File: src/design/pwq_pkg.sv
// Package with the types, widths and constants shared by the paced register write queue.
package pwq_pkg;

  localparam int QUEUE_DEPTH_DEF = 256;

  localparam int ADDR_W    = 9;
  localparam int DATA_W    = 8;
  localparam int SPACING_W = 10;
  localparam int TIME_W    = 32;

  localparam logic [SPACING_W-1:0] SPACING_RESET = 10'd2;
  localparam logic [SPACING_W-1:0] SPACING_MIN   = 10'd1;

  localparam logic OP_WRITE = 1'b0;
  localparam logic OP_TICK  = 1'b1;

  // Low byte that keeps its bank-one bit when folding is applied.
  localparam logic [7:0] KEEP_BANK_LOW = 8'h05;

  // Command queue between the front and the back.
  localparam int CMDQ_DEPTH = 2;
  localparam int CMDQ_PTR_W = $clog2(CMDQ_DEPTH);
  localparam int CMDQ_CNT_W = $clog2(CMDQ_DEPTH + 1);

  typedef struct packed {
    logic              opcode;
    logic [ADDR_W-1:0] reg_addr;
    logic [DATA_W-1:0] reg_data;
    logic              extended_mode;
  } in_item_t;

  typedef struct packed {
    logic [ADDR_W-1:0] out_addr;
    logic [DATA_W-1:0] out_data;
    logic              forced;
  } out_item_t;

  typedef struct packed {
    logic                 is_tick;
    logic [ADDR_W-1:0]    reg_addr;
    logic [DATA_W-1:0]    reg_data;
    logic                 extended_mode;
    logic [SPACING_W-1:0] gap;
  } cmd_t;

  typedef struct packed {
    logic [TIME_W-1:0] stamp;
    logic [ADDR_W-1:0] addr;
    logic [DATA_W-1:0] data;
  } entry_t;

endpackage

File: src/design/pwq_front.sv
// Front end: accepts items, classifies them into commands and queues them for the back end.
module pwq_front (
  input  logic                           clk,
  input  logic                           rst_n,
  input  logic                           start,
  output logic                           busy,
  input  pwq_pkg::in_item_t              in_item,
  input  logic                           cfg_we,
  input  logic [pwq_pkg::SPACING_W-1:0]  cfg_data,
  output logic                           cmd_valid,
  output pwq_pkg::cmd_t                  cmd,
  input  logic                           cmd_pop
);

  logic [pwq_pkg::SPACING_W-1:0]  spacing_r;
  pwq_pkg::cmd_t                  q_r [pwq_pkg::CMDQ_DEPTH];
  logic [pwq_pkg::CMDQ_PTR_W-1:0] wr_ptr_r, wr_ptr_nxt;
  logic [pwq_pkg::CMDQ_PTR_W-1:0] rd_ptr_r, rd_ptr_nxt;
  logic [pwq_pkg::CMDQ_CNT_W-1:0] count_r, count_nxt;
  logic                           push;
  logic                           pop;
  pwq_pkg::cmd_t                  new_cmd;

  // The spacing is bound to each write when it is accepted, so a later
  // register write never changes a write that is still queued.
  always_comb begin
    new_cmd.is_tick       = (in_item.opcode == pwq_pkg::OP_TICK);
    new_cmd.reg_addr      = in_item.reg_addr;
    new_cmd.reg_data      = in_item.reg_data;
    new_cmd.extended_mode = in_item.extended_mode;
    new_cmd.gap           = (spacing_r == '0) ? pwq_pkg::SPACING_MIN : spacing_r;
  end

  assign busy      = (count_r == pwq_pkg::CMDQ_CNT_W'(pwq_pkg::CMDQ_DEPTH));
  assign cmd_valid = (count_r != '0);
  assign cmd       = q_r[rd_ptr_r];
  assign push      = start && !busy;
  assign pop       = cmd_pop && cmd_valid;

  always_comb begin
    wr_ptr_nxt = wr_ptr_r;
    rd_ptr_nxt = rd_ptr_r;
    count_nxt  = count_r;
    if (push) begin
      wr_ptr_nxt = (wr_ptr_r == pwq_pkg::CMDQ_PTR_W'(pwq_pkg::CMDQ_DEPTH - 1)) ?
                   '0 : wr_ptr_r + pwq_pkg::CMDQ_PTR_W'(1);
    end
    if (pop) begin
      rd_ptr_nxt = (rd_ptr_r == pwq_pkg::CMDQ_PTR_W'(pwq_pkg::CMDQ_DEPTH - 1)) ?
                   '0 : rd_ptr_r + pwq_pkg::CMDQ_PTR_W'(1);
    end
    if (push && !pop) begin
      count_nxt = count_r + pwq_pkg::CMDQ_CNT_W'(1);
    end else if (pop && !push) begin
      count_nxt = count_r - pwq_pkg::CMDQ_CNT_W'(1);
    end
  end

  always_ff @(posedge clk) begin
    if (!rst_n) begin
      spacing_r <= pwq_pkg::SPACING_RESET;
      wr_ptr_r  <= '0;
      rd_ptr_r  <= '0;
      count_r   <= '0;
    end else begin
      if (cfg_we) begin
        spacing_r <= cfg_data;
      end
      wr_ptr_r <= wr_ptr_nxt;
      rd_ptr_r <= rd_ptr_nxt;
      count_r  <= count_nxt;
    end
  end

  always_ff @(posedge clk) begin
    if (push) begin
      q_r[wr_ptr_r] <= new_cmd;
    end
  end

endmodule

File: config.mk
export PLATFORM = sky130hd
export DESIGN_NAME = pwq_front
export DESIGN_NICKNAME = d
export VERILOG_FILES = /design/src/design/pwq_pkg.sv /design/src/design/pwq_front.sv
export SDC_FILE = /design/constraint.sdc
export NUM_CORES = 1
export LEC_CHECK = 0
export BUFFER_PORTS_ARGS = -buffer_cell sky130_fd_sc_hd__buf_2
export CORE_MARGIN = 3
export CORE_UTILIZATION = 55
export CTS_BUF_LIST = sky130_fd_sc_hd__clkbuf_8
export CTS_CLUSTER_DIAMETER = 100
export DETAILED_ROUTE_END_ITERATION = 10
export PLACE_DENSITY = 0.8
export SKIP_LAST_GASP = 1
export SLEW_MARGIN = 20
export SYNTH_ARGS = -nofsm -noshare
export SYNTH_HDL_FRONTEND = slang
export SYNTH_SLANG_ARGS = --single-unit
File: constraint.sdc
create_clock -name clk -period 2.6 [get_ports clk]
set_clock_uncertainty 0.1 [all_clocks]
set_input_delay 0.13 -clock clk [delete_from_list [all_inputs] [get_ports clk]]
set_output_delay 0.13 -clock clk [all_outputs]
set_load 0.03 [all_outputs]
==> results of run 1 <==
==> flip-flops by register name, summed over array words and instances (netlist names), named ones only <==
name and count:
q_r 58, wr_ptr_r 1, rd_ptr_r 1, spacing_r 10
count_r 2
==> synthesized netlist by cell type, types with 2 or more instances <==
| cell | number |
|---|---|
| and2_1 | 3 |
| buf_2 | 2 |
| buf_4 | 2 |
| clkbuf_1 | 10 |
| dfxtp_1 | 15 |
| edfxtp_1 | 58 |
| mux2_2 | 29 |
| mux2i_1 | 10 |
| nor2_1 | 2 |
| nor2b_1 | 9 |
| xnor2_1 | 2 |
==> timing repair <==
item                                   CTS  global route
hold buffers                            30             0
gates resized for setup                  0             0
endpoints found under the hold margin   48             0
==> per-stage QoR <==
step | utilization (%) | power (uW)
3_3_place_gp | 65.2 | 2530
4_1_cts | 76.1 | 3520
2_1_floorplan | - | 2290
6_report | 76.1 | 3490
3_5_place_dp | 65.2 | 2550
5_1_grt | 76.1 | 3650
==> logic make-up (layout without fill, tap and decap cells) <==
group,count (synthesis),after routing,synth area share (%)
simple gates,22,22,4.82
fa+ha+maj,1,1,0.455
flops,73,73,74.2
compound gates,6,6,1.50
mux,39,39,15.5
buf+inv,16,115,2.55
xor+xnor,3,3,0.955
==> layout make-up <==
class                      instances  area (um2)
sequential                        73        2040
fill                             286        1140
multi-input combinational         71         646
timing repair buffer              97         643
clock buffer                      10         138
tap                               67        83.8
clock inverter                     6        81.3
inverter                           2        7.51
==> per-layer routing <==
layer  wire, um  vias up
met2       2390       53
met3        241       11
met4        108        0
met1       2000      773
met5          0        -
li1           -      768
==> power breakdown <==
part	leakage (uW)	internal [uW]	switching [uW]
sequential	0.000669	1440	54.6
combinational	0.000650	403	651
clock	0.000110	559	379
==> worst max path at each step <==
stage,start,depth (start not counted),to
4_1_cts,flip-flop,3,cmd[0]
3_5_place_dp,count_r[0],6,count_r[1]
2_1_floorplan,count_r[0],3,q_r[0][0]
5_1_grt,flip-flop,3,cmd[11]
6_report,flip-flop,3,cmd[26]
3_3_place_gp,count_r[0],6,count_r[1]
==> critical path, delay by kind of cell (launching register included) <==
kind | cells | cell delay [ns]
buf+inv | 2 | 0.52
mux | 1 | 0.39
flops | 1 | 0.31
==> cell usage in the layout (no fill, tap or decap), types with 2 or more instances in the layout <==
cell / n
buf_2: 64
edfxtp_1: 58
dlygate4sd3_1: 30
mux2_2: 29
dfxtp_1: 15
mux2i_1: 10
clkbuf_8: 10
nor2b_1: 9
and2_1: 3
buf_4: 3
nor2_1: 2
xnor2_1: 2
bufinv_16: 2
clkinv_2: 2
==> results.md, run 1 <==
* Relative slew slack at 73.9%
* Capture point of the worst reg-to-reg path: count_r[1]
* CTS buffer count at 9
* Hold WS at between 0.03 and 0.04 ns
* DR WL/cell at ~15 um
* CP arrival at 1.56 ns
* Cells on worst reg2reg path at 6
* Fin crit period at roughly 1.8 ns
* Cell count after synthesis at 160
* Dpl hpwl at approximately 2700 um
* N_diodes at 0
* Vias in the first global route at approximately 1700
* GRT Total Usage at 17.5%
* Layer carrying the most global-route usage: met2
* Top post-synthesis cells by area: edfxtp_1 63%, mux2_2 12%, dfxtp_1 11%
* RSZ-0062 raised after global routing: false
* Worst Setup End Kind: output pin
* Post-synth top area share at approximately 63%
* Ys async rst share at 0%
* Crit path largest cell delay at around 0.39 ns
* Met1 usage in global routing at a little over a fifth
* Fraction of layout cells with a size suffix above 1 at 44.4%
* Hold Path Origin: rst_n
* DP Cell Count at 280
* Cell Pwr Density at between 900 and 1000 mW/mm2
* Final Non-Filler Cells at 326
* Hold depth at 2
* Critical path class: flip-flop to output pin
* Clock sink total at 73
* Peak supply drop at between 600 and 700 uV
* Fin area at around 0.0036 mm2
* Total core area at 0.00479 mm2
* Router iterations before antenna repair at 4
* RR Startpoint: count_r[0]
* I/O pins at between 60 and 70
* DR DRC count at 0
* Status: finished clean
* Final worst slack at between 0.8 and 0.9 ns
* WL final at between 4000 and 5000 um
* Hold Vio Cnt, Final at 0
* Die height at 76.7 um
* Clock root cell: clkbuf_8
* Nets at around 290
* CP required at 2.37 ns
* Final setup TNS at 0 ns
* Routed Antenna Nets at 0
* Pin count of the biggest net entering global routing at 31
* Achievable frequency at around 560 MHz
* Clock slew seen by the registers of the worst setup and hold paths at around 0.070 ns
* Worst path cell trace: buf_4, mux2_2, buf_2
* Average size of a mapped cell at around 17 um2
* Post-synthesis sequential area ratio at around three quarters
* Starting Density at a little under three fifths
* Initial antenna violation count at 0
* Post-synth top flop: edfxtp_1
* Pleak at roughly 0.0014 uW
* Leading area contributor after synthesis: edfxtp_1
* Worst-case clock buffer depth at 2
* Final worst path period share at about 69%
* Worst Hold Class: primary input to flip-flop
* Pre-CTS setup slack at about 0.94 ns
* CP max stage cell: mux2_2
* Placed instance area at 0.00312 mm2
* H-tree levels at 3
* Critical Path Start Type: flip-flop
* Vias/cell at between 4 and 5
* Post-synth EDFFs at 58
* Net Count, Synth at approximately 200
* Post-CTS setup buffer count at 0
* Met3 usage at under 10%
* Die width at 76.7 um
* Via count at approximately 1600
* Area growth syn-to-layout at 32.3%
* Die area at just under 0.006 mm2
* Mapped Area at about 0.0028 mm2
* Final GP Congestion at a little over 0.7
* Port-buffer cells at 64
* Met2 Resource Use GR at 28.1%
* Slew Limit Fails at 0
* FF+latch count, synth at 73
* # rows at 25
* Ys Warns at 0
* Synth cell types at 29
* Hold EP: wr_ptr_r
* First-pass GRT wire length at approximately 7800 um
* MaxCap Viol Count at 0
* Clk_lat worst skew at approximately 0.33 ns
* Crit-path max FO at 29
* Starting DRT DRC Count at 70
* R2r setup slk at about 0.93 ns
* Worst slew pin tran at 0.391 ns
* # setup viols final at 0
* CTS tree: built
* Global route total overflow at 0
Note: power is estimated with default switching activity, not from simulation.
==> run 2, diff against run 1 <==
==> constraint.sdc (replaced) <==
create_clock -name clk -period 1.8 [get_ports clk]
set_clock_uncertainty 0.1 [all_clocks]
set_input_delay 0.09 -clock clk [delete_from_list [all_inputs] [get_ports clk]]
set_output_delay 0.09 -clock clk [all_outputs]
set_load 0.03 [all_outputs]
==> run 2 against run 1 <==
- utilization fell by 0.078 points
- combinational power increased by 51%
- largest cell class unchanged
- clock power increased by 6%
- highest routed layer unchanged
- critical path depth did not move
- critical endpoint is now cmd[10]
- register-to-register slack worse by 0.74 ns
- clock-buffer cell count shrank 1
- worst setup slack worse by 0.70 ns
==> results.md, run 2 (synthesis results as in run 1) <==
* Clock root cell: clkbuf_8
* Hold depth at 3 (+1)
* Global route total overflow at 0 (unchanged)
* Critical path class: flip-flop to output pin
* Worst Hold Class: primary input to flip-flop
* Crit path largest cell delay at 0.42 ns (+0.03 ns)
* Largest registers: q_r: 58 flops, spacing_r: 10 flops, count_r: 2 flops
* DR WL/cell at 15.2 um (+4.7%)
* N_diodes at 0 (unchanged)
* Via count at 1587 (-1.1%)
* Clk_lat worst skew at 0.33 ns (about the same)
* Pin count of the biggest net entering global routing at 31 (unchanged)
* CP required at 1.61 ns (-0.76 ns)
* Die width at 76.7 um (unchanged)
* Critical Path Start Type: flip-flop
* Final Non-Filler Cells at 327 (+0.31%)
* Final GP Congestion at 0.703 (-2.6%)
* Router iterations before antenna repair at 4 (unchanged)
* Worst path cell trace: buf_12, mux2_2, buf_2
* Worst Setup End Kind: output pin
* Hold Path Origin: start
* CP max stage cell: dfxtp_2
* Nets at 290 (+0.35%)
* Placed instance area at 0.00317 mm2 (+1.6%)
* Routed Antenna Nets at 0 (unchanged)
* Most common cell after layout, fill and taps aside: buf_2
* Port-buffer cells at 64 (unchanged)
* # setup viols final at 0 (unchanged)
* Worst slew pin tran at 0.299 ns (-0.0925 ns)
* Fraction of layout cells with a size suffix above 1 at 43.8% (-0.56 points)
* DP Cell Count at 280 (unchanged)
* Starting DRT DRC Count at 73 (+4.3%)
* Switching Power at 1580 uW (+46%)
* Vias/cell at 4.85 (-1.4%)
* GRT Total Usage at 18.8% (+1.3 points)
* First-pass GRT wire length at 8220 um (+5.2%)
* CTS buffer count at 9 (unchanged)
* Final worst path period share at between 90% and 100%
* Post-CTS setup buffer count at 0 (unchanged)
* Slew Limit Fails at 0 (unchanged)
* Fin area at 0.00364 mm2 (-0.10%)
* Pleak at 0.00142 uW (-0.61%)
* Largest Register: q_r
* Initial antenna violation count at 0 (unchanged)
* Total core area at 0.00479 mm2 (unchanged)
* Most frequent cells in the layout: 64 x buf_2, 58 x edfxtp_1, 31 x dlygate4sd3_1, 29 x mux2_2, 13 x dfxtp_1
* Area growth syn-to-layout at 32.2%
* CP arrival at 1.50 ns (-0.06 ns)
* MaxCap Viol Count at 0 (unchanged)
* Fin crit period at between 1.5 and 2 ns
* Dpl hpwl at 2930 um (+7.9%)
* Hold EP: wr_ptr_r
* I/O pins at 65 (unchanged)
* Achievable frequency at between 500 and 600 MHz
* Starting Density at 57.5% (unchanged)
* Combinational share of power at 33.3% (+3.1 points)
* Total power at 4780 uW (+37%)
* # rows at 25 (unchanged)
* Max FFs per register at 58 (unchanged)
* Capture point of the worst reg-to-reg path: count_r[1]
* Vias in the first global route at 1695 (+1.6%)
* Sw frac at 33.0% (+2.0 points)
* Clock sink total at 73 (unchanged)
* RSZ-0062 raised after global routing: false
* Hold Vio Cnt, Final at 0 (unchanged)
* Relative slew slack at 80.1% (+6.2 points)
* Register share of total power at 45.8% (+2.9 points)
* Die height at 76.7 um (unchanged)
* Internal power at 3200 uW (+33%)
* H-tree levels at 3 (unchanged)
* WL final at 4980 um (+5.1%)
* Clock slew seen by the registers of the worst setup and hold paths at 0.06 ns (about the same)
* Clock Power Share at 20.9% (-6.0 points)
* Cell Pwr Density at 1320 mW/mm2 (+37%)
* R2r setup slk at 0.19 ns (-0.74 ns)
* DR DRC count at 0 (unchanged)
* Peak supply drop at 1190 uV (+90%)
* CTS tree: built
* Cells on worst reg2reg path at 6 (unchanged)
* Die area at 0.00589 mm2 (unchanged)
* Crit-path max FO at 24 (-17%)
* Worst-case clock buffer depth at 2 (unchanged)
* Status: finished clean
* RR Startpoint: count_r[0]
run 2: layout make-up:
class                   instances  area, um2
flip-flops and latches         73       2040
fillers                       295       1150
repair buffers                 98        691
multi-input cells              71        653
clock buffers                   9        124
well taps                      67       83.8
clock inverters                 7       28.8
inverters                       2       12.5
run 2: worst max path at each step:
stage,cells past startpoint,endpoint,from,slack [ns]
final,3,cmd[10],flip-flop,0.11
after global routing,3,cmd[9],flip-flop,0.04
after CTS,3,cmd[0],flip-flop,0.09
after detailed placement,6,count_r[1],count_r[0],0.20
after global placement,6,count_r[1],count_r[0],0.26
after floorplan,3,q_r[0][0],count_r[0],-0.04
run 2: repair_timing:
item                       in CTS  in global routing
hold buffers                   31                  0
setup endpoints to repair       9                  0
gates resized for setup         1                  0
hold endpoints to repair       49                  0
run 2: metal layers:
metal  GRT usage, %  wire length, um  share of wire [%]
met4           8.70              102                2.0
met3           5.63              225                4.5
met5              0                0                  0
met2           32.9             2670                 54
met1           20.8             1980                 40
run 2: worst max-delay path: cells and delay by family, from the launching register on:
kind | cells | cell delay [ns]
buffers and inverters | 2 | 0.39
flip-flops | 1 | 0.42
multiplexers | 1 | 0.36
run 2: stage by stage:
stage,TNS (ns),setup WS [ns],hold WS (ns),utilization (%)
after floorplan,-1.13,-0.0390,0.0889,-
final,0,0.113,0.0370,76.0
after CTS,0,0.0924,0.0221,76.0
after detailed placement,0,0.200,0.182,66.3
after global placement,0,0.265,0.179,66.3
after global routing,0,0.0375,0.0471,76.0
run 2: power groups by stage:
stage | clock network, uW | logic, uW | registers [uW]
finish | 1000 | 1590 | 2190
global route | 1090 | 1700 | 2220
CTS | 1020 | 1600 | 2200
detailed placement | 0 | 1540 | 2230
global placement | 0 | 1530 | 2210
floorplan | 0 | 1160 | 2190
